File: src/rtl/heightmap_normal_map_unit_assert.svh
// ----------------------------------------------------------------------------
// heightmap normal map assertion macros
// concurrent checks that drop out of synthesis builds
// ----------------------------------------------------------------------------
`ifndef HEIGHTMAP_NORMAL_MAP_UNIT_ASSERT_SVH
`define HEIGHTMAP_NORMAL_MAP_UNIT_ASSERT_SVH
`ifndef SYNTHESIS
// property must hold at every clock edge out of reset
`define HMN_ASSERT(label, clk, rst_n, prop, msg) \
  label: assert property (@(posedge clk) disable iff (!rst_n) prop) else $error(msg);
// condition must never be seen out of reset
`define HMN_ASSERT_NEVER(label, clk, rst_n, cond, msg) \
  label: assert property (@(posedge clk) disable iff (!rst_n) !(cond)) else $error(msg);
`else
`define HMN_ASSERT(label, clk, rst_n, prop, msg)
`define HMN_ASSERT_NEVER(label, clk, rst_n, cond, msg)
`endif
`endif

File: src/rtl/hmn_pkg.sv
// ----------------------------------------------------------------------------
// hmn_pkg
// shared types and constants of the heightmap normal map unit
// ----------------------------------------------------------------------------
`default_nettype none

package hmn_pkg;

  localparam int PIX_W      = 8;
  localparam int HEIGHT_W   = 8;
  localparam int HSUM_W     = 13;
  localparam int GRAD_W     = 8;
  localparam int OUT_COL_W  = 11;
  localparam int OUT_ROW_W  = 12;
  localparam int LB_W       = 2 * HEIGHT_W;

  localparam int CFG_WIDTH_W  = 12;
  localparam int CFG_HEIGHT_W = 13;
  localparam int CFG_DATA_W   = 13;

  localparam int CFG_WIDTH_RESET  = 2048;
  localparam int CFG_HEIGHT_RESET = 4096;
  localparam int CFG_GAIN_RESET   = 10;
  localparam int CFG_BIAS_RESET   = 128;

  localparam int QUEUE_DEPTH = 4;
  localparam int QPTR_W      = $clog2(QUEUE_DEPTH);
  localparam int QCNT_W      = QPTR_W + 1;

  localparam int NUM_SLOTS = 3;

  typedef enum logic [1:0] {
    REG_WIDTH  = 2'd0,
    REG_HEIGHT = 2'd1,
    REG_GAIN   = 2'd2,
    REG_BIAS   = 2'd3
  } cfg_reg_t;

  // result slots of one job, in emission order
  typedef enum logic [1:0] {
    SLOT_ABOVE  = 2'd0,
    SLOT_BEHIND = 2'd1,
    SLOT_CORNER = 2'd2
  } slot_t;

  typedef struct packed {
    logic [PIX_W-1:0] pix_red;
    logic [PIX_W-1:0] pix_green;
    logic [PIX_W-1:0] pix_blue;
  } pix_t;

  typedef struct packed {
    logic [GRAD_W-1:0]    normal_x;
    logic [GRAD_W-1:0]    normal_y;
    logic [OUT_COL_W-1:0] out_col;
    logic [OUT_ROW_W-1:0] out_row;
    logic                 last_of_run;
    logic                 frame_done;
  } nrm_t;

  typedef struct packed {
    cfg_reg_t              reg_index;
    logic [CFG_DATA_W-1:0] wr_data;
  } cfg_t;

  // one classified pixel: wrapped differences for each result it causes
  typedef struct packed {
    logic [NUM_SLOTS-1:0]               mask;
    logic [NUM_SLOTS-1:0][GRAD_W-1:0]   dx;
    logic [NUM_SLOTS-1:0][GRAD_W-1:0]   dy;
    logic [OUT_COL_W-1:0]               col;
    logic [OUT_ROW_W-1:0]               row;
  } job_t;

endpackage

`default_nettype wire

File: src/rtl/hmn_queue.sv
// ----------------------------------------------------------------------------
// hmn_queue
// short job queue between the front and back parts
// ----------------------------------------------------------------------------
`default_nettype none

module hmn_queue (
  input  logic           clk,
  input  logic           rst_n,
  input  logic           push_valid,
  output logic           push_ready,
  input  hmn_pkg::job_t  push_data,
  output logic           pop_valid,
  input  logic           pop_ready,
  output hmn_pkg::job_t  pop_data
);
  import hmn_pkg::*;

  job_t              q_mem [QUEUE_DEPTH];
  logic [QPTR_W-1:0] wr_ptr_r, wr_ptr_nxt;
  logic [QPTR_W-1:0] rd_ptr_r, rd_ptr_nxt;
  logic [QCNT_W-1:0] count_r, count_nxt;
  logic              push, pop;

  assign push_ready = (count_r != QCNT_W'(QUEUE_DEPTH));
  assign pop_valid  = (count_r != '0);
  assign pop_data   = q_mem[rd_ptr_r];
  assign push       = push_valid && push_ready;
  assign pop        = pop_valid && pop_ready;

  always_comb begin
    wr_ptr_nxt = push ? wr_ptr_r + QPTR_W'(1) : wr_ptr_r;
    rd_ptr_nxt = pop ? rd_ptr_r + QPTR_W'(1) : rd_ptr_r;
    count_nxt  = count_r;
    if (push && !pop) begin
      count_nxt = count_r + QCNT_W'(1);
    end else if (pop && !push) begin
      count_nxt = count_r - QCNT_W'(1);
    end
  end

  always_ff @(posedge clk) begin
    if (!rst_n) begin
      wr_ptr_r <= '0;
      rd_ptr_r <= '0;
      count_r  <= '0;
    end else begin
      wr_ptr_r <= wr_ptr_nxt;
      rd_ptr_r <= rd_ptr_nxt;
      count_r  <= count_nxt;
    end
  end

  always_ff @(posedge clk) begin
    if (push) begin
      q_mem[wr_ptr_r] <= push_data;
    end
  end

endmodule

`default_nettype wire

File: config.mk
export PLATFORM = sky130hd
export DESIGN_NAME = hmn_queue
export DESIGN_NICKNAME = d
export VERILOG_FILES = /design/src/rtl/heightmap_normal_map_unit_assert.svh /design/src/rtl/hmn_pkg.sv /design/src/rtl/hmn_queue.sv
export SDC_FILE = /design/constraint.sdc
export NUM_CORES = 1
export LEC_CHECK = 0
export BUFFER_PORTS_ARGS = -buffer_cell sky130_fd_sc_hd__buf_2
export CAP_MARGIN = 20
export CORE_MARGIN = 5
export CORE_UTILIZATION = 29
export DETAILED_ROUTE_END_ITERATION = 10
export GPL_ROUTABILITY_DRIVEN = 0
export SYNTH_ARGS = -nofsm -noshare
export SYNTH_HDL_FRONTEND = slang
export SYNTH_SLANG_ARGS = --single-unit
export TNS_END_PERCENT = 5
File: constraint.sdc
create_clock -name clk -period 4.2 [get_ports clk]
set_input_delay 0.63 -clock clk [delete_from_list [all_inputs] [get_ports clk]]
set_output_delay 0.63 -clock clk [all_outputs]
set_load 0.05 [all_outputs]
* Yosys cells after proc, flatten, opt, wreduce, memory -nomap -nowiden
Memory sizes are Yosys's and may differ from the RTL's. A register that Yosys moved wholly into a read port is not among the register bits. Cells that the tools add are included.
Operators by class: equality and inequality tests 1, multiplexer cells 6, reduce and logical (&&, ||, !) cells 8, add/sub/neg operators 4
Operators with widths (number):
- $mux W3 | 2
- $add A2 B1 Y2 const B | 2
- $logic_and A1 B1 Y1 | 4
- $mux W2 | 2
- $add A3 B1 Y3 const B | 1
- $ne A3 B3 Y1 const B | 1
- $reduce_bool A3 Y1 | 1
- $sub A3 B1 Y3 const B | 1
- $logic_not A1 Y1 | 2
- $mux W1 | 2
- $reduce_bool A2 Y1 | 1
Word-level totals: word-level logic and storage cells 23, register bits 7, memories 1, output and inout bits 76, memory bits (writable) 296, input port bits 78
Memory list:
- q_mem | words 4, width 74, read ports 1, clocked after Yosys merged registers in 1, wr ports 1, RTL line hmn_queue.sv:19 | job_t q_mem [QUEUE_DEPTH];

* Depth between registers and ports, before layout
Gate-level depths: netlist of the first run.
depth after elaboration 6, gate-level depth with buffers 8, mapped depth without buffers 8

* Worst setup path before layout of the first run
Ideal clock, no wire load.
path type input -> register, start point input push_valid, end point memory q_mem[0][0] (netlist name) (enable), data arrival time 2.681 ns, required time 3.760 ns, stages 2, setup time 0.440 ns, path slack 1.079 ns, path buffers 0, cell sequence a21boi_2 -> and2_1
On the way: longest elaborated chain between the ends 3
Ends and longest elaborated chain:
- start: declaration | RTL line hmn_queue.sv:10 | input logic push_valid,
- $logic_and A1 B1 Y1 | RTL line hmn_queue.sv:28 | assign push = push_valid && push_ready;
- $mux W1 | RTL line hmn_queue.sv:55 | if (push) begin
- $mux W1 (not written as such) | RTL line hmn_queue.sv:56 | q_mem[wr_ptr_r] <= push_data;
- end: declaration | RTL line hmn_queue.sv:19
Every way passes these cells.

==> summary.md, run 1 <==
| Metric | Value |
|---|---|
| Final hold violation count | 0 |
| Clk_lat worst skew | 520 ps |
| DRT Pass-1 Iters | 4 |
| Static leakage | 4.49 nW |
| Clock buffer depth | 3 |
| First-pass GRT wire length | 32,700 um |
| Reg clk slew, reported paths | 60 ps |
| Vias | 4,965 |
| Worst Tran Pin Value | 711 ps |
| Largest net degree at the start of global routing | 44 |
| Max-slew headroom | 52.6% |
| Count of different cell masters after synthesis | 23 |
| Hold Path Sink | q_mem[3][59]$_DFFE_PP_ |
| Synth Register Bits | 305 |
| Worst hold stages | 1 |
| Fin worst setup slack | 942 ps |
| Vias in the first global route | 5,435 |
| PortBufs | 153 |
| FP Rows | 71 |
| Worst hold start | push_data[59] |
| Die Width | 206 um |
| R2R cell count | 8 |
| Die Area | 42,500 um2 |
| Initial antenna violation count | 3 |
| Max Cap Viol | 0 |
| Terminus of the critical flop-to-flop path | count_r[2]$_SDFFE_PN0P_ |
| Max Fclk | 307 MHz |
| Post-route ant nets | 0 |
| Syn nets | 518 |
| Sink Count | 305 |
| Setup TNS | 0 ps |
| Worst r2r src | count_r[0]$_SDFFE_PN0P_ |
| DRC errors left | 0 |
| H-Tree Depth | 2 |
| CTS tree | built |
| Total gr overflow | 0 |
| RSZ-0062 raised after global routing | false |
| Tot GR Track Use | 10.3% |
| Final setup vio count | 0 |
| CP Data Required Time | 3570 ps |
| Power per Cell Area | 698 nW/um2 |
| Area Overhead vs Synth | 22.2% |
| I/O pins | 154 |
| Worst Path Arrival | 2630 ps |
| Max-slew violation count | 0 |
| Crit Path Max Fanout | 30 |
| Hold Crit Class | input port to flop |
| Filler instances | 3,541 |
| Worst Setup End Kind | primary output |
| Synth Cell Area | 11,200 um2 |
| Starting Density | 29.5% |
| Seq/Total Area, Yosys | 81.3% |
| Antenna Diode Count | 0 |
| Synth Instances | 434 |
| Hpwl dp | 13,000 um |
| DR WL/cell | 19.0 um |
| Fin crit period | 3260 ps |
| Root Driver | clkbuf_16 |
| Final Skew | 9.42 ps |
| Starting DRT DRC Count | 270 |
| Postcts setup bufs | 0 |
| Multi-input gate area | 1960 um2 |
| Synth warn | 0 |
| Cts bufs inserted | 34 |
| DP Worst Slack | 1400 ps |
| Layout cells sized above 1 | 45.0% |
| Nets | 698 |
| Kind of start point of the critical path | flop |
| Final period utilization | 77.6% |
| Post-Route WL | 21,800 um |
| Syn avg cell area | 25.7 um2 |
| R2r setup slk | 1880 ps |
| Max IR drop VDD | 0.422 mV |
| CP Class | flop to primary output |
| Register area | 9080 um2 |
| Die H | 206 um |
| Hold Buf Count CTS | 0 |
| Core ar. | 37,800 um2 |
| Post-CTS resize count | 0 |
| Outcome | completed |
| Drt via density | 4.33 |
## per-layer routing
layer	routed length (um)	GRT usage [%]	vias up	share of wire [%]
li1	-	-	2216	-
met1	9420	13.4	2558	43
met2	10300	16.1	146	47
met3	1460	3.22	39	6.7
met4	577	4.16	6	2.7
met5	41	0	-	0.19
## flip-flops by register name, indices dropped and copies added, names as in the netlist, named ones only
| signal | flops |
|---|---|
| q_mem | 296 |
| count_r | 3 |
| rd_ptr_r | 2 |
| wr_ptr_r | 2 |
## power by group
group | total [W] | internal (W) | leakage (nW) | switching [W]
logic | 0.00282 | 0.000893 | 1.19 | 0.00193
registers | 0.00390 | 0.00370 | 2.79 | 0.000199
clock network | 0.00280 | 0.00170 | 0.511 | 0.00110
total | 0.00952 | 0.00629 | 4.49 | 0.00323
## stage by stage
stage / utilization [%] / hold slack (ps) / area (um2) / total power [W] / std cells
after floorplan: - / 468 / 11200 / 0.00619 / 434
after global placement: 33.2 / 492 / 12600 / 0.00683 / 1089
after detailed placement: 33.2 / 491 / 12600 / 0.00686 / 1089
after CTS: 36.0 / 280 / 13600 / 0.00970 / 1147
after global routing: 36.0 / 289 / 13600 / 0.00994 / 1147
final: 36.0 / 324 / 13600 / 0.00952 / 1147
## cells by family (layout without fill, tap and decap cells)
| family | after synthesis | in the layout | share of synthesized area [%] |
|---|---|---|---|
| adders and majority gates | 6 | 6 | 0.740 |
| and+or+nand+nor | 17 | 17 | 0.818 |
| buffers and inverters | 20 | 222 | 1.26 |
| AOI/OAI and AO/OA | 5 | 5 | 0.404 |
| DFF | 305 | 305 | 81.3 |
| muxes | 77 | 77 | 15.2 |
| xor gates and xnor gates | 4 | 4 | 0.314 |
## cells in the final DEF (no fill, tap or decap), types with 4 or more instances in the layout
cell,count
and2_1,4
clkbuf_1,13
and2_4,4
ha_1,5
edfxtp_1,296
buf_2,153
buf_12,5
nand2_1,5
dfxtp_1,7
mux4_2,74
clkbuf_16,37
## worst max path at each step
stage / from / endpoint / slack (ps) / depth (start not counted)
3_3_place_gp: flop / pop_data[50] / 1430 / 3
2_1_floorplan: push_valid / q_mem[0][0]$_DFFE_PP_ / 1080 / 2
6_report: flop / pop_data[50] / 940 / 3
3_5_place_dp: flop / pop_data[50] / 1400 / 3
4_1_cts: flop / pop_data[50] / 810 / 3
5_1_grt: flop / pop_data[50] / 740 / 3
## cell usage after synthesis
library cell,count,area share (%)
buf_2,7,0.31
o21ai_0,1,0.045
ha_1,5,0.56
o31ai_2,1,0.11
fa_1,1,0.18
nor2b_1,1,0.056
inv_1,3,0.10
a21boi_2,1,0.10
o311ai_1,1,0.078
dfxtp_1,9,1.6
buf_4,1,0.067
a21boi_0,1,0.067
buf_6,7,0.71
edfxtp_1,296,80
mux4_2,74,15
or3_1,2,0.11
xor2_1,1,0.078
nand2_1,5,0.17
xnor2_1,3,0.24
mux2i_1,3,0.27
nor2_1,1,0.034
and2_1,8,0.45
clkbuf_1,2,0.067
## critical path: stages (launching register included)
cell and delay (ps):
dfxtp_4 800, buf_4 460, mux4_2 570, buf_2 230
## layout make-up
cell class                 instances  area share, %
multi-input combinational        109           14.4
tap                              511           4.69
clock inverter                     6          0.404
timing repair buffer             161           6.52
clock buffer                      52           7.35
sequential                       305           66.6
inverter                           3         0.0826
(Power assumes the default switching activity.)
==> run 2: changes to the inputs <==
Clock period 4.2 ns to 2.9 ns, I/O delays scaled along.
==> summary.md, run 2 (synthesis gave the netlist of run 1 again) <==
| Metric | Value |
|---|---|
| Outcome | completed |
| Final period utilization | 91.1% |
| Hpwl dp | 12,300 um |
| Terminus of the critical flop-to-flop path | count_r[2]$_SDFFE_PN0P_ |
| Core ar. | 37,800 um2 |
| R2R cell count | 8 |
| Hold Slack | 81.4 ps |
| Vias | 5,005 |
| RSZ-0062 raised after global routing | false |
| Die H | 206 um |
| Postcts setup bufs | 0 |
| Cell Area, Placed | 12,600 um2 |
| Design Area, Final | 13,600 um2 |
| Final hold violation count | 0 |
| Root Driver | clkbuf_16 |
| DRT Pass-1 Iters | 4 |
| I/O pins | 154 |
| Starting DRT DRC Count | 194 |
| FP Rows | 71 |
| Most flop-heavy register | q_mem |
| Worst hold stages | 1 |
| Worst hold start | push_data[23] |
| Starting Density | 29.5% |
| Vias in the first global route | 5,533 |
| Total power draw | 0.0134 W |
| Hold Buf Count CTS | 0 |
| Cts bufs inserted | 31 |
| CTS tree | built |
| Post-Route WL | 21,600 um |
| Static leakage | 4.44 nW |
| Clock buffer depth | 3 |
| Hold Path Sink | q_mem[2][23]$_DFFE_PP_ |
| Worst Setup End Kind | primary output |
| Final Skew | 9.99 ps |
| Max-slew headroom | 63.1% |
| Max-slew violation count | 0 |
| DR WL/cell | 18.7 um |
| DP Worst Slack | 634 ps |
| Largest net degree at the start of global routing | 75 |
| Max IR drop VDD | 0.686 mV |
| First-pass GRT wire length | 32,700 um |
| H-Tree Depth | 1 |
| Final setup vio count | 0 |
| R2r setup slk | 620 ps |
| Fin worst setup slack | 259 ps |
| Power per Cell Area | 986 nW/um2 |
| Drt via density | 4.34 |
| Top Registers | q_mem (296), count_r (3) |
| Die Width | 206 um |
| DRC errors left | 0 |
| Max reg flops | 296 |
| Fin crit period | 2640 ps |
| Nets | 698 |
| Tot GR Track Use | 10.0% |
| Total gr overflow | 0 |
| Reg clk slew, reported paths | 60 ps |
| Initial antenna violation count | 2 |
| CP Data Required Time | 2470 ps |
| CP Class | flop to primary output |
| Layout cells sized above 1 | 44.4% |
| Max Cap Viol | 0 |
| Worst Tran Pin Value | 553 ps |
| Max Fclk | 379 MHz |
| Die Area | 42,500 um2 |
| Worst Path Arrival | 2210 ps |
| Commonest cells after routing, fill and taps aside | edfxtp_1, buf_2, mux4_2 |
| Setup TNS | 0 ps |
| Hold Crit Class | input port to flop |
| Post-route ant nets | 0 |
| Sink Count | 305 |
| Filler instances | 3,571 |
| Clk_lat worst skew | 570 ps |
| Area Overhead vs Synth | 21.4% |
| Kind of start point of the critical path | flop |
| Crit Path Max Fanout | 25 |
| PortBufs | 153 |
| Most common cell after layout, fill and taps aside | edfxtp_1 |
| Post-CTS resize count | 0 |
| Worst r2r src | count_r[0]$_SDFFE_PN0P_ |
## run 2: power breakdown
group	switching [W]	total, W	internal [W]
clock network	0.00158	0.00362	0.00204
logic	0.00295	0.00425	0.00130
registers	0.000131	0.00549	0.00535
total	0.00466	0.0134	0.00870
## run 2: final cells by class
cell class	instances	area [um2]	area share (%)
antenna	2	5.00	0.0369
tap	511	639	4.72
sequential	305	9080	67.0
multi-input combinational	109	1960	14.5
timing repair buffer	164	936	6.91
inverter	3	11.3	0.0831
clock inverter	20	121	0.896
clock buffer	38	802	5.92
## run 2: worst max path at each step
stage                            startpoint                 endpoint  slack [ps]  cells past startpoint
floorplan           count_r[0]$_SDFFE_PN0P_    q_mem[3][0]$_DFFE_PP_        -110                      3
global placement    count_r[0]$_SDFFE_PN0P_  count_r[2]$_SDFFE_PN0P_         660                      8
detailed placement  count_r[0]$_SDFFE_PN0P_  count_r[2]$_SDFFE_PN0P_         630                      8
CTS                                    flop             pop_data[12]         160                      3
global route                           flop             pop_data[43]         120                      3
finish                                 flop             pop_data[12]         260                      3
## run 2: per-layer routing
metal / vias to the layer above / wire length, um / GRT usage [%]
met5: - / 13 / 0
li1: 2222 / - / -
met1: 2626 / 9330 / 13.1
met2: 120 / 10400 / 16.6
met3: 35 / 1320 / 2.51
met4: 2 / 482 / 2.99
## run 2: through the flow
stage,cells,util [%]
finish,1152,35.8
global route,1150,35.8
CTS,1150,35.8
detailed placement,1092,33.4
global placement,1092,33.4
floorplan,434,-
## run 2: critical path, stage by stage (launching register included)
cell	delay, ps
dfxtp_4	350
buf_4	450
mux4_2	590
buf_2	230
==> run 3: changes to the inputs <==
Settings changed: CORE_UTILIZATION 29 to 50, PLACE_DENSITY from default to 0.74.
==> summary.md, run 3 (synthesis gave the netlist of run 1 again) <==
| Metric | Value |
|---|---|
| Nets | 705 |
| Commonest cells after routing, fill and taps aside | edfxtp_1, buf_2, mux4_2 |
| Most flop-heavy register | q_mem |
| Most common cell after layout, fill and taps aside | edfxtp_1 |
| Core Util, Final | 61.0% |
| Hold Slack | 106 ps |
| Worst Path Arrival | 2250 ps |
| FP Rows | 54 |
| Worst r2r src | count_r[0]$_SDFFE_PN0P_ |
| Met2 Usage GRT | 28.2% |
| Busiest layer in global routing | met2 |
| PortBufs | 153 |
| Final setup vio count | 0 |
| Sink Count | 305 |
| Worst hold start | push_data[0] |
| Top Registers | q_mem (296), count_r (3) |
| Max Cap Viol | 0 |
| Max IR drop VDD | 0.669 mV |
| Hold Buf Count CTS | 0 |
| Met1 usage | 20.8% |
| Tot GR Track Use | 16.1% |
| DR WL/cell | 22.2 um |
| Hold Path Sink | q_mem[3][0]$_DFFE_PP_ |
| Area Overhead vs Synth | 19.7% |
| Final period utilization | 92.4% |
| Drt via density | 5.49 |
| DRC errors left | 0 |
| Static leakage | 4.51 nW |
| Root Driver | clkbuf_16 |
| Grt met3 use | 3.88% |
| Vias | 5,071 |
| R2r setup slk | 580 ps |
| Terminus of the critical flop-to-flop path | count_r[2]$_SDFFE_PN0P_ |
| Die Width | 159 um |
| Post-Route WL | 20,500 um |
| Clock buffer depth | 3 |
| Die H | 159 um |
| Layout cells sized above 1 | 45.9% |
| Starting DRT DRC Count | 255 |
| Power per Cell Area | 1010 nW/um2 |
| Post-route ant nets | 0 |
| Vias in the first global route | 5,725 |
| DP Worst Slack | 559 ps |
| Core ar. | 21,900 um2 |
| Worst hold stages | 1 |
| Hpwl dp | 13,100 um |
| CTS tree | built |
| Max reg flops | 296 |
| Max Fclk | 373 MHz |
| Hold Crit Class | input port to flop |
| Cell total after placement | 869 |
| Total power draw | 0.0135 W |
| R2R cell count | 8 |
| Cts bufs inserted | 30 |
| I/O pins | 154 |
| Largest net degree at the start of global routing | 32 |
| Worst Tran Pin Value | 511 ps |
| Fin cells | 924 |
| Initial antenna violation count | 3 |
| First-pass GRT wire length | 32,400 um |
| Final hold violation count | 0 |
| H-Tree Depth | 1 |
| Crit Path Max Fanout | 16 |
| Worst Setup End Kind | primary output |
| CP Data Required Time | 2470 ps |
| Max-slew violation count | 0 |
| Reg clk slew, reported paths | 60 ps |
| Postcts setup bufs | 0 |
| Max-slew headroom | 65.9% |
| Outcome | completed |
| Starting Density | 51.0% |
| Fin crit period | 2680 ps |
| Clk_lat worst skew | 540 ps |
| CP Class | flop to primary output |
| Final Skew | 14.1 ps |
| DRT Pass-1 Iters | 4 |
| Die Area | 25,400 um2 |
| Fin worst setup slack | 220 ps |
| Kind of start point of the critical path | flop |
| RSZ-0062 raised after global routing | false |
| Post-CTS resize count | 0 |
| Total gr overflow | 0 |
## run 3: how the worst max path moves through the flow
stage | end | depth (start not counted)
6_report | pop_data[54] | 3
3_3_place_gp | count_r[2]$_SDFFE_PN0P_ | 8
5_1_grt | pop_data[54] | 3
2_1_floorplan | q_mem[3][0]$_DFFE_PP_ | 3
4_1_cts | pop_data[54] | 3
3_5_place_dp | count_r[2]$_SDFFE_PN0P_ | 8
## run 3: per-stage QoR
step / cell area, um2 / setup TNS, ps
6_report: 13400 / 0
4_1_cts: 13400 / 0
5_1_grt: 13400 / 0
3_3_place_gp: 12400 / 0
3_5_place_dp: 12400 / 0
2_1_floorplan: 11200 / -25130
## run 3: power breakdown
group	switching (W)	total [W]	internal, W
Sequential	0.000235	0.00559	0.00535
Combinational	0.00286	0.00422	0.00136
Clock	0.00150	0.00368	0.00219
## run 3: critical path, stage by stage, from the launching register on
cell and delay, ps:
dfxtp_4 610, buf_4 310, mux4_2 550, buf_2 230
## run 3: cell type report
type	count	area [um2]
Antenna cell	1	2.50
Clock buffer	45	888
Clock inverter	9	67.6
Fill cell	1548	8540
Inverter	3	11.3
Multi-Input combinational cell	109	1960
Sequential cell	305	9080
Tap cell	280	350
Timing Repair Buffer	172	996
## run 3: layer usage
layer,up-vias,wire length [um]
met3,29,1290
li1,2231,-
met1,2652,8290
met4,6,318
met2,153,10600
met5,-,41
