File: src/rtl/heightmap_normal_map_unit_assert.svh
// ----------------------------------------------------------------------------
// heightmap normal map assertion macros
// concurrent checks that drop out of synthesis builds
// ----------------------------------------------------------------------------
`ifndef HEIGHTMAP_NORMAL_MAP_UNIT_ASSERT_SVH
`define HEIGHTMAP_NORMAL_MAP_UNIT_ASSERT_SVH
`ifndef SYNTHESIS
// property must hold at every clock edge out of reset
`define HMN_ASSERT(label, clk, rst_n, prop, msg) \
  label: assert property (@(posedge clk) disable iff (!rst_n) prop) else $error(msg);
// condition must never be seen out of reset
`define HMN_ASSERT_NEVER(label, clk, rst_n, cond, msg) \
  label: assert property (@(posedge clk) disable iff (!rst_n) !(cond)) else $error(msg);
`else
`define HMN_ASSERT(label, clk, rst_n, prop, msg)
`define HMN_ASSERT_NEVER(label, clk, rst_n, cond, msg)
`endif
`endif

File: src/rtl/hmn_pkg.sv
// ----------------------------------------------------------------------------
// hmn_pkg
// shared types and constants of the heightmap normal map unit
// ----------------------------------------------------------------------------
`default_nettype none

package hmn_pkg;

  localparam int PIX_W      = 8;
  localparam int HEIGHT_W   = 8;
  localparam int HSUM_W     = 13;
  localparam int GRAD_W     = 8;
  localparam int OUT_COL_W  = 11;
  localparam int OUT_ROW_W  = 12;
  localparam int LB_W       = 2 * HEIGHT_W;

  localparam int CFG_WIDTH_W  = 12;
  localparam int CFG_HEIGHT_W = 13;
  localparam int CFG_DATA_W   = 13;

  localparam int CFG_WIDTH_RESET  = 2048;
  localparam int CFG_HEIGHT_RESET = 4096;
  localparam int CFG_GAIN_RESET   = 10;
  localparam int CFG_BIAS_RESET   = 128;

  localparam int QUEUE_DEPTH = 4;
  localparam int QPTR_W      = $clog2(QUEUE_DEPTH);
  localparam int QCNT_W      = QPTR_W + 1;

  localparam int NUM_SLOTS = 3;

  typedef enum logic [1:0] {
    REG_WIDTH  = 2'd0,
    REG_HEIGHT = 2'd1,
    REG_GAIN   = 2'd2,
    REG_BIAS   = 2'd3
  } cfg_reg_t;

  // result slots of one job, in emission order
  typedef enum logic [1:0] {
    SLOT_ABOVE  = 2'd0,
    SLOT_BEHIND = 2'd1,
    SLOT_CORNER = 2'd2
  } slot_t;

  typedef struct packed {
    logic [PIX_W-1:0] pix_red;
    logic [PIX_W-1:0] pix_green;
    logic [PIX_W-1:0] pix_blue;
  } pix_t;

  typedef struct packed {
    logic [GRAD_W-1:0]    normal_x;
    logic [GRAD_W-1:0]    normal_y;
    logic [OUT_COL_W-1:0] out_col;
    logic [OUT_ROW_W-1:0] out_row;
    logic                 last_of_run;
    logic                 frame_done;
  } nrm_t;

  typedef struct packed {
    cfg_reg_t              reg_index;
    logic [CFG_DATA_W-1:0] wr_data;
  } cfg_t;

  // one classified pixel: wrapped differences for each result it causes
  typedef struct packed {
    logic [NUM_SLOTS-1:0]               mask;
    logic [NUM_SLOTS-1:0][GRAD_W-1:0]   dx;
    logic [NUM_SLOTS-1:0][GRAD_W-1:0]   dy;
    logic [OUT_COL_W-1:0]               col;
    logic [OUT_ROW_W-1:0]               row;
  } job_t;

endpackage

`default_nettype wire

File: src/rtl/hmn_if.sv
// ----------------------------------------------------------------------------
// hmn_if
// valid/ready channels of the heightmap normal map unit
// ----------------------------------------------------------------------------
`default_nettype none


interface hmn_nrm_if;
  import hmn_pkg::*;
  logic valid;
  logic ready;
  nrm_t data;
  modport source (output valid, output data, input ready);
  modport sink (input valid, input data, output ready);
endinterface


`default_nettype wire

File: src/rtl/hmn_back.sv
// ----------------------------------------------------------------------------
// hmn_back
// walks the results of each job and scales the differences into bytes
// ----------------------------------------------------------------------------
`default_nettype none

module hmn_back (
  input  logic                        clk,
  input  logic                        rst_n,
  input  logic                        job_valid,
  output logic                        job_ready,
  input  hmn_pkg::job_t               job,
  input  logic [hmn_pkg::GRAD_W-1:0]  gain,
  input  logic [hmn_pkg::GRAD_W-1:0]  bias,
  hmn_nrm_if.source                   out_nrm
);
  import hmn_pkg::*;

  logic [NUM_SLOTS-1:0]  done_r, done_nxt;
  logic [NUM_SLOTS-1:0]  pend, sel, rest;
  slot_t                 slot;
  logic                  last, out_free, load;
  logic [GRAD_W-1:0]     dx_sel, dy_sel;
  logic [2*GRAD_W-1:0]   prod_x, prod_y;
  logic                  out_valid_r, out_valid_nxt;
  nrm_t                  out_data_r, out_data_nxt;

  assign pend = job.mask & ~done_r;

  always_comb begin
    if (pend[SLOT_ABOVE]) begin
      slot = SLOT_ABOVE;
    end else if (pend[SLOT_BEHIND]) begin
      slot = SLOT_BEHIND;
    end else begin
      slot = SLOT_CORNER;
    end
  end

  always_comb begin
    sel = '0;
    case (slot)
      SLOT_ABOVE: begin
        sel[SLOT_ABOVE] = 1'b1;
        dx_sel = job.dx[SLOT_ABOVE];
        dy_sel = job.dy[SLOT_ABOVE];
      end
      SLOT_BEHIND: begin
        sel[SLOT_BEHIND] = 1'b1;
        dx_sel = job.dx[SLOT_BEHIND];
        dy_sel = job.dy[SLOT_BEHIND];
      end
      SLOT_CORNER: begin
        sel[SLOT_CORNER] = 1'b1;
        dx_sel = job.dx[SLOT_CORNER];
        dy_sel = job.dy[SLOT_CORNER];
      end
      default: begin
        dx_sel = '0;
        dy_sel = '0;
      end
    endcase
  end

  assign rest      = pend & ~sel;
  assign last      = (rest == '0);
  assign out_free  = !out_valid_r || out_nrm.ready;
  assign load      = job_valid && (pend != '0) && out_free;
  assign job_ready = load && last;

  always_comb begin
    done_nxt = done_r;
    if (job_ready) begin
      done_nxt = '0;
    end else if (load) begin
      done_nxt = done_r | sel;
    end
  end

  // only the low byte of the product survives the wrap
  always_comb begin
    prod_x = dx_sel * gain;
    prod_y = dy_sel * gain;
    out_data_nxt.normal_x    = bias + prod_x[GRAD_W-1:0];
    out_data_nxt.normal_y    = bias + prod_y[GRAD_W-1:0];
    out_data_nxt.out_col     = (slot == SLOT_BEHIND) ? job.col - OUT_COL_W'(1) : job.col;
    out_data_nxt.out_row     = (slot == SLOT_ABOVE) ? job.row - OUT_ROW_W'(1) : job.row;
    out_data_nxt.last_of_run = last;
    out_data_nxt.frame_done  = (slot == SLOT_CORNER);
  end

  assign out_valid_nxt = load ? 1'b1 : (out_nrm.ready ? 1'b0 : out_valid_r);

  always_ff @(posedge clk) begin
    if (!rst_n) begin
      done_r      <= '0;
      out_valid_r <= 1'b0;
    end else begin
      done_r      <= done_nxt;
      out_valid_r <= out_valid_nxt;
    end
  end

  always_ff @(posedge clk) begin
    if (load) begin
      out_data_r <= out_data_nxt;
    end
  end

  assign out_nrm.valid = out_valid_r;
  assign out_nrm.data  = out_data_r;

endmodule

`default_nettype wire

File: src/flat_wrapper.sv
// flat-port wrapper written by rule: the top's interface ports become plain ports
module hmn_back_flat import hmn_pkg::*;
  (clk, rst_n, job_valid, job_ready, job, gain, bias, out_nrm_valid, out_nrm_data, out_nrm_ready);
  hmn_nrm_if out_nrm_i ();
  input  logic clk;
  input  logic rst_n;
  input  logic job_valid;
  output logic job_ready;
  input  hmn_pkg::job_t job;
  input  logic [hmn_pkg::GRAD_W-1:0] gain;
  input  logic [hmn_pkg::GRAD_W-1:0] bias;
  output wire logic [$bits(out_nrm_i.valid)-1:0] out_nrm_valid;
  output wire logic [$bits(out_nrm_i.data)-1:0] out_nrm_data;
  input wire logic [$bits(out_nrm_i.ready)-1:0] out_nrm_ready;
  assign out_nrm_valid = out_nrm_i.valid;
  assign out_nrm_data = out_nrm_i.data;
  assign out_nrm_i.ready = out_nrm_ready;
  hmn_back u_core (.clk(clk), .rst_n(rst_n), .job_valid(job_valid), .job_ready(job_ready), .job(job), .gain(gain), .bias(bias), .out_nrm(out_nrm_i));
endmodule
File: config.mk
export PLATFORM = sky130hd
export DESIGN_NAME = hmn_back_flat
export DESIGN_NICKNAME = d
export VERILOG_FILES = /design/src/rtl/heightmap_normal_map_unit_assert.svh /design/src/rtl/hmn_pkg.sv /design/src/rtl/hmn_if.sv /design/src/rtl/hmn_back.sv /design/src/flat_wrapper.sv
export SDC_FILE = /design/constraint.sdc
export NUM_CORES = 1
export LEC_CHECK = 0
export BUFFER_PORTS_ARGS = -buffer_cell sky130_fd_sc_hd__clkbuf_2
export CAP_MARGIN = 20
export CORE_MARGIN = 4
export CORE_UTILIZATION = 48
export DETAILED_ROUTE_END_ITERATION = 12
export PLACE_DENSITY_LB_ADDON = 0.08
export SLEW_MARGIN = 10
export SYNTH_ARGS = -nofsm -noshare
export SYNTH_HDL_FRONTEND = slang
export SYNTH_SLANG_ARGS = --single-unit
File: constraint.sdc
create_clock -name clk -period 4.4 [get_ports clk]
set_input_delay 0.44 -clock clk [delete_from_list [all_inputs] [get_ports clk]]
set_output_delay 0.44 -clock clk [all_outputs]
set_load 0.02 [all_outputs]
# Word level (Yosys, flattened, before mapping)
# Cells that the tools add are included.
# W data, S select, Z words.
# op_classes
mul	2
n_reduce_logical	10
n_eq_ne	2
mux	11
bitwise_logic	6
add_sub_neg	4
# ops
operator	count
$pmux W8 S3	2
$add A8 B8 Y8	2
$mul A8 B8 Y8	2
$mux W12	1
$sub A12 B1 Y12 const B	1
$mux W11	1
$sub A11 B1 Y11 const B	1
$and A3 B3 Y3	2
$not A3 Y3	2
$mux W1	5
$mux W2	2
$logic_and A1 B1 Y1	3
$logic_not A3 Y1	1
$or A3 B3 Y3	1
$reduce_bool A3 Y1	1
$eq A2 B1 Y1 const B	1
$eq A2 B2 Y1 const B	1
$logic_not A2 Y1	1
$reduce_bool A2 Y1	1
$reduce_or A2 Y1	1
$logic_not A1 Y1	1
$logic_or A1 B1 Y1	1
$not A1 Y1	1
# totals
reg_bits	45
output_inout_bits	43
wordCells	43
inputBits	94

# Depth between registers and ports, before layout
# Gate-level depths: netlist of the first run.
# depth
word_depth	11
ltp_mapped	19
depth_no_buf	17

# Least setup slack after synthesis of the first run
# No wires, ideal clock.
# synth_path
kind	input-to-reg
start	input job[72] (netlist bit)
end	register u_core.out_data_r, in the netlist u_core.out_nrm.data[32], data pin
path_stages	18
setup_ns	0.268
setup_slack_ns	-0.190
arrival_ns	4.322
cell_sequence	nor2b_1 buf_4 buf_4 nand2_1 a31oi_1 nand2_1 fa_1 inv_1 fa_1 ha_1 inv_1 fa_1 fa_1 inv_1 a21o_1 a21oi_1 xnor2_1 xnor3_1
# synth_lines
item	line	text
start: declaration	flat_wrapper.sv:9	input hmn_pkg::job_t job;
end signal: assignment	hmn_back.sv:106	out_data_r <= out_data_nxt;
end: declaration	hmn_back.sv:26	nrm_t out_data_r, out_data_nxt;

==> out/qor.json, run 1 <==
{
  "status": {"value": "completed"},
  "grt_use_total": {"value": 19.3, "unit": "%"},
  "synth_area_leaders": {"value": "edfxtp_1, fa_1, ha_1"},
  "cts-buffers-inserted": {"value": 5},
  "synthArstFlopShare": {"value": 0, "unit": "%"},
  "global_route.overflow_total": {"value": 0},
  "final-max-slew-violation-count": {"value": 0},
  "top_cell_type_s_share_of_synthesized_area": {"value": 27.8, "unit": "%"},
  "route.vias.total": {"value": 3692},
  "nNetsFinal": {"value": 800},
  "post-route-period-util": {"value": 97.3, "unit": "%"},
  "drc_errors": {"value": 0},
  "syn_area": {"value": 4430, "unit": "um2"},
  "die_w": {"value": 104, "unit": "um"},
  "final_core_utilization": {"value": 68.3, "unit": "%"},
  "cp_top_family": {"value": "adder cells"},
  "synth.net_count": {"value": 622},
  "floorplan.die_area": {"value": 10800, "unit": "um2"},
  "top_library_cells_by_usage_in_the_layout_fill_and_taps_aside": {"value": "clkbuf_2, inv_1, nand2_1, edfxtp_1, buf_4"},
  "grt_use_met2": {"value": 34.6, "unit": "%"},
  "final_layout_size_suffix_gt1_share": {"value": 39.7, "unit": "%"},
  "average_vias_per_placed_instance": {"value": 4.97},
  "area_growth_syn_to_layout": {"value": 36.4, "unit": "%"},
  "fmax": {"value": 0.234, "unit": "GHz"},
  "place_area": {"value": 5510, "unit": "um2"},
  "worst-path-buf-inv": {"value": 4},
  "fp.dieH": {"value": 104, "unit": "um"},
  "layout.cells.most_common": {"value": "clkbuf_2"},
  "grt_use_met1": {"value": 24.6, "unit": "%"},
  "initial_core_util": {"value": 50.1, "unit": "%"},
  "cts_tree": {"value": "built"},
  "postRouteAntennaNets": {"value": 0},
  "first_pass_iters": {"value": 4},
  "synth.lib_cells_used.distinct": {"value": 36},
  "dp_hpwl": {"value": 8500, "unit": "um"},
  "synth-seq-area-share": {"value": 29.6, "unit": "%"},
  "clock_sink_count": {"value": 45},
  "ys_ff_latch": {"value": 45},
  "criticalPathCategory": {"value": "flop to flop"},
  "timing_worst_slew_pin_value": {"value": 0.431, "unit": "ns"},
  "clk-insertion-delay-late": {"value": 0.30, "unit": "ns"},
  "drt-total-wl": {"value": 11000, "unit": "um"},
  "setup.worst_path.start_class": {"value": "flop"},
  "cts_root_buffer": {"value": "clkbuf_8"},
  "final_cell_area": {"value": 6040, "unit": "um2"},
  "antenna_found_initial": {"value": 0},
  "critical_path.max_stage_delay": {"value": 0.54, "unit": "ns"},
  "detailedRoute.firstIterationViolations": {"value": 121},
  "crit_slowest_cell": {"value": "fa_1"},
  "finalCriticalPeriod": {"value": 4.28, "unit": "ns"},
  "hold_viol_final": {"value": 0},
  "largest_net_degree_at_the_start_of_global_routing": {"value": 35},
  "pwr_density_cell": {"value": 422, "unit": "nW/um2"},
  "post-synth-top-area-cell": {"value": "edfxtp_1"},
  "gpl.final_weighted_congestion": {"value": 0.845},
  "p_total": {"value": 2.55, "unit": "mW"},
  "cts_max_level": {"value": 2},
  "drt_wl_cell": {"value": 14.8, "unit": "um"},
  "netlist_instances": {"value": 456},
  "max-slew-margin-rel": {"value": 71.0, "unit": "%"},
  "timing.critical_path.mode_cell": {"value": "fa_1"},
  "vdd_ir_drop_max": {"value": 0.262, "unit": "mV"},
  "synth_enable_flop_cells": {"value": 41},
  "n_fill_cell": {"value": 714},
  "path_cells": {"value": "nor2b_4 -> buf_6 -> nand2_2 -> a31oi_4 -> nand2_2 -> fa_1 -> inv_1 -> fa_1 -> inv_1 -> fa_1 -> fa_1 -> inv_1 -> ha_4 -> a21oi_4 -> xnor2_2 -> xnor3_1"},
  "port-buffer-count": {"value": 136},
  "antenna_diode_count": {"value": 0},
  "grt.met3_usage": {"value": 3.72, "unit": "%"},
  "path_max_fanout": {"value": 7},
  "synth.avg_cell_area": {"value": 9.72, "unit": "um2"},
  "yosysWarnings": {"value": 0},
  "grt_busiest_layer": {"value": "met2"},
  "clock_skew": {"value": 0.00740, "unit": "ns"},
  "via_count_of_the_first_global_routing_pass": {"value": 3810},
  "end_kind": {"value": "flop"},
  "setup.reg_to_reg.worst_slack": {"value": 0.12, "unit": "ns"},
  "cp.required": {"value": 4.45, "unit": "ns"},
  "design.core.area": {"value": 8850, "unit": "um2"},
  "timing.final.setup_violations": {"value": 0},
  "cts_buffer_depth": {"value": 2},
  "count_of_maximum_capacitance_violations": {"value": 0},
  "placement_row_count": {"value": 34},
  "synth-main-ff-cell": {"value": "edfxtp_1"},
  "clkSlewWorstSetupHoldPaths": {"value": 0.09, "unit": "ns"},
  "min-delay-path-class": {"value": "input pin to flop"},
  "floorplan.io_pins": {"value": 137},
  "grt_pass1_wl": {"value": 17300, "unit": "um"},
  "critPathArrivalTime": {"value": 4.33, "unit": "ns"},
  "p_leak": {"value": 2.93, "unit": "nW"}
}
==> flip-flops by register name, indices dropped and copies added (netlist names) <==
signal                cells
u_core.done_r             3
u_core.out_nrm.data      41
u_core.out_nrm.valid      1
==> layout make-up <==
type	instances	area (um2)	area share (%)
clock inverters	2	15.0	0.248
repair buffers	181	1080	17.8
flip-flops and latches	45	1320	21.8
well taps	108	135	2.24
multi-input cells	327	3150	52.1
inverters	74	278	4.60
clock buffers	6	72.6	1.20
==> timing repair <==
action                     4_1_cts  5_1_grt
gates resized for setup          4       60
hold buffers                     0        0
buffers inserted                 0       11
setup endpoints to repair        2        2
pin swaps                        0       31
gates cloned                     0        3
==> cell families after synthesis <==
| logic type | count (synthesis) | share of synthesized area (%) |
|---|---|---|
| multiplexers | 4 | 0.903 |
| XOR/XNOR | 51 | 11.9 |
| adder cells (fa/ha/maj) | 72 | 26.4 |
| buffers and inverters | 87 | 8.05 |
| flip-flops | 45 | 29.6 |
| AO/OA/AOI/OAI | 43 | 6.49 |
| AND/OR/NAND/NOR | 154 | 16.6 |
==> synthesized netlist by cell type (all sizes together) (5+ instances only) <==
cell type,instances
a211oi,7
a21oi,13
a31oi,11
and2,27
buf,9
edfxtp,41
fa,36
ha,36
inv,74
nand2,74
nand2b,5
nor2,27
nor4,5
o21ai,6
xnor2,35
xnor3,6
xor2,10
==> routing by layer <==
metal | vias up | part of all wire [%]
li1 | 1825 | -
met2 | 110 | 51
met1 | 1745 | 42
met3 | 12 | 5.2
met4 | 0 | 1.0
met5 | - | 0
==> path summary, 6_finish.rpt <==
check / end / cells past startpoint / startpoint
hold reg to reg: u_core.done_r[2] / 2 / u_core.done_r[2]
hold / removal: u_core.done_r[2] / 3 / rst_n
setup reg to reg: u_core.out_nrm.data[32] / 16 / u_core.done_r[1]
setup / recovery: u_core.out_nrm.data[32] / 16 / u_core.done_r[1]
==> through the flow <==
step	hold slack, ns	setup TNS [ns]	instances	setup slack [ns]
detailed placement	0.420	-0.406	721	-0.225
floorplan	0.410	0	456	0.0591
global route	0.389	-0.0563	743	-0.0534
global placement	0.418	-0.272	721	-0.172
CTS	0.381	0	729	0.00905
finish	0.393	0	743	0.121
==> report_power, final <==
group | internal [mW] | switching, mW
combinational | 0.842 | 0.820
clock | 0.112 | 0.150
sequential | 0.608 | 0.0206
total | 1.56 | 0.991
==> worst register-to-register path, delay by kind of cell, from the launching register on <==
| family | cells | cell delay [ns] |
|---|---|---|
| compound gates | 2 | 0.36 |
| xor+xnor | 2 | 0.34 |
| fa+ha+maj | 5 | 2.31 |
| buf+inv | 4 | 0.34 |
| flops | 1 | 0.38 |
| simple gates | 3 | 0.31 |
No activity file was read; power rests on OpenSTA's default activity.
==> run 2, diff against run 1 <==
--- a/config.mk
+++ b/config.mk
@@ -5,6 +5,7 @@
 export SDC_FILE = /design/constraint.sdc
 export NUM_CORES = 1
 export LEC_CHECK = 0
+export ABC_AREA = 1
 export BUFFER_PORTS_ARGS = -buffer_cell sky130_fd_sc_hd__clkbuf_2
 export CAP_MARGIN = 20
 export CORE_MARGIN = 4
==> out/qor.json, run 2 <==
{
  "antenna_found_initial": {"value": 0},
  "pwr_density_cell": {"value": 400, "unit": "nW/um2"},
  "synth.avg_cell_area": {"value": 8.04, "unit": "um2"},
  "max-slew-margin-rel": {"value": 42.8, "unit": "%"},
  "cp.required": {"value": 4.48, "unit": "ns"},
  "cts-buffers-inserted": {"value": 5},
  "grt_use_total": {"value": 22.3, "unit": "%"},
  "n_fill_cell": {"value": 825},
  "first_pass_iters": {"value": 4},
  "clock_skew": {"value": 0.00979, "unit": "ns"},
  "path_max_fanout": {"value": 5},
  "timing.final.setup_violations": {"value": 2},
  "setup.worst_path.start_class": {"value": "flop"},
  "floorplan.die_area": {"value": 11300, "unit": "um2"},
  "clk-insertion-delay-late": {"value": 0.31, "unit": "ns"},
  "clock_sink_count": {"value": 45},
  "final_cell_area": {"value": 6080, "unit": "um2"},
  "fp.dieH": {"value": 106, "unit": "um"},
  "cts_root_buffer": {"value": "clkbuf_8"},
  "synth_enable_flop_cells": {"value": 41},
  "setup_ws": {"value": -0.148, "unit": "ns"},
  "synth-main-ff-cell": {"value": "edfxtp_1"},
  "global_route.overflow_total": {"value": 0},
  "antenna_diode_count": {"value": 0},
  "clkSlewWorstSetupHoldPaths": {"value": 0.11, "unit": "ns"},
  "cts_buffer_depth": {"value": 2},
  "min-delay-path-class": {"value": "input pin to flop"},
  "syn_area": {"value": 4620, "unit": "um2"},
  "final-max-slew-violation-count": {"value": 0},
  "design.core.area": {"value": 9330, "unit": "um2"},
  "detailedRoute.firstIterationViolations": {"value": 199},
  "synthArstFlopShare": {"value": 0, "unit": "%"},
  "cts_tree": {"value": "built"},
  "synth_top_cells_by_count": {"value": "nand2_1, inv_1, edfxtp_1"},
  "hold_viol_final": {"value": 0},
  "layout.cells.most_common": {"value": "nand2_1"},
  "vdd_ir_drop_max": {"value": 0.240, "unit": "mV"},
  "largest_net_degree_at_the_start_of_global_routing": {"value": 24},
  "yosysWarnings": {"value": 0},
  "dp_hpwl": {"value": 9840, "unit": "um"},
  "p_leak": {"value": 3.42, "unit": "nW"},
  "rsz0062_at_grt": {"value": "yes"},
  "dp_slack": {"value": -0.531, "unit": "ns"},
  "fmax": {"value": 0.220, "unit": "GHz"},
  "netlist_instances": {"value": 575},
  "critPathArrivalTime": {"value": 4.63, "unit": "ns"},
  "criticalPathCategory": {"value": "flop to flop"},
  "finalCriticalPeriod": {"value": 4.55, "unit": "ns"},
  "average_vias_per_placed_instance": {"value": 4.70},
  "drc_errors": {"value": 0},
  "place_area": {"value": 5760, "unit": "um2"},
  "synth.net_count": {"value": 741},
  "placement_row_count": {"value": 35},
  "status": {"value": "complete, but fails checks"},
  "grt_pass1_wl": {"value": 20000, "unit": "um"},
  "placed_cells": {"value": 870},
  "route.vias.total": {"value": 4175},
  "final_layout_size_suffix_gt1_share": {"value": 32.8, "unit": "%"},
  "top_library_cells_by_usage_in_the_layout_fill_and_taps_aside": {"value": "nand2_1, clkbuf_2, inv_1, buf_4, edfxtp_1"},
  "synth_most_common_cell": {"value": "nand2_1"},
  "initial_core_util": {"value": 49.6, "unit": "%"},
  "postCtsHoldBufs": {"value": 0},
  "port-buffer-count": {"value": 136},
  "drt_wl_cell": {"value": 13.3, "unit": "um"},
  "synth-seq-area-share": {"value": 28.4, "unit": "%"},
  "stdcell_count": {"value": 889},
  "drt-total-wl": {"value": 11800, "unit": "um"},
  "setup_tns": {"value": -0.209, "unit": "ns"},
  "synth_area_leaders": {"value": "edfxtp_1, fa_1, nand2_1"},
  "post-route-period-util": {"value": 103, "unit": "%"},
  "top_cell_type_s_share_of_synthesized_area": {"value": 26.6, "unit": "%"},
  "timing.hold.ws": {"value": 0.370, "unit": "ns"},
  "ys_ff_latch": {"value": 45},
  "end_kind": {"value": "flop"},
  "synth.lib_cells_used.distinct": {"value": 30},
  "cts_max_level": {"value": 2},
  "gpl.final_weighted_congestion": {"value": 0.880},
  "area_growth_syn_to_layout": {"value": 31.6, "unit": "%"},
  "via_count_of_the_first_global_routing_pass": {"value": 4269},
  "post-synth-top-area-cell": {"value": "edfxtp_1"},
  "postRouteAntennaNets": {"value": 0},
  "die_w": {"value": 106, "unit": "um"},
  "nNetsFinal": {"value": 925},
  "floorplan.io_pins": {"value": 137},
  "count_of_maximum_capacitance_violations": {"value": 0},
  "failing_checks": {"value": "negative setup slack"},
  "largest_register_ff_count": {"value": 41},
  "timing_worst_slew_pin_value": {"value": 0.857, "unit": "ns"}
}
==> run 2: cell type report <==
| cell class | count | area (um2) | share of cell area (%) |
|---|---|---|---|
| Clock inverter | 3 | 50.0 | 0.823 |
| Timing Repair Buffer | 187 | 1090 | 18.0 |
| Sequential cell | 45 | 1310 | 21.6 |
| Tap cell | 129 | 161 | 2.65 |
| Clock buffer | 5 | 68.8 | 1.13 |
| Inverter | 136 | 526 | 8.64 |
| Multi-Input combinational cell | 384 | 2870 | 47.2 |
==> run 2: metal layers <==
metal | share of wire [%] | global-route usage (%)
met1 | 43 | 27.9
met2 | 50 | 40.5
met3 | 5.4 | 3.16
met4 | 1.4 | 5.18
met5 | 0 | 0
==> run 2: critical path, stage by stage, from the launching register on <==
cell and delay (ns):
dfxtp_2 0.34, inv_2 0.07, nand2_4 0.07, nor2_4 0.13
buf_6 0.14, buf_4 0.10, nand2_1 0.05, nand3_2 0.08
nand2_1 0.06, fa_1 0.50, inv_1 0.05, fa_1 0.48
inv_1 0.05, fa_1 0.47, fa_1 0.51, inv_2 0.04
ha_4 0.28, nand2_1 0.07, o21ai_2 0.14, xnor2_1 0.15
xor2_1 0.21, nand3_1 0.09, nand2_1 0.09, nand3b_1 0.10
nand2_1 0.05
==> run 2: path summary, 6_finish.rpt <==
path	from	to	slack, ns	cells after the start
setup / recovery	u_core.done_r[1]	u_core.out_nrm.data[40]	-0.15	24
hold / removal	rst_n	u_core.out_nrm.valid	0.37	2
setup reg to reg	u_core.done_r[1]	u_core.out_nrm.data[40]	-0.15	24
hold reg to reg	u_core.done_r[2]	u_core.done_r[2]	0.49	2
==> run 2: per-stage QoR <==
| step | util (%) | total power [mW] |
|---|---|---|
| floorplan | - | 1.56 |
| global placement | 61.8 | 1.99 |
| detailed placement | 61.8 | 2.02 |
| CTS | 64.3 | 2.42 |
| global route | 65.2 | 2.69 |
| finish | 65.2 | 2.43 |
==> run 2: cells by family after synthesis <==
logic type               Yosys count  synth area share [%]
buffers and inverters            146                  12.4
flip-flops                        45                  28.4
XOR/XNOR                          31                  5.87
AND/OR/NAND/NOR                  263                  25.9
adder cells (fa/ha/maj)           72                  25.3
AO/OA/AOI/OAI                     18                  2.11
==> run 2: what timing repair did <==
| action | CTS | global route |
|---|---|---|
| setup buffers | 6 | 5 |
| pin swaps | 8 | 7 |
| gates resized for setup | 19 | 8 |
| endpoints found under the setup margin | 2 | 2 |
==> run 2: where the power goes <==
group | total, mW | switching [mW] | internal, mW
clock network | 0.343 | 0.168 | 0.175
logic | 1.48 | 0.823 | 0.652
registers | 0.615 | 0.0228 | 0.593
total | 2.43 | 1.01 | 1.42
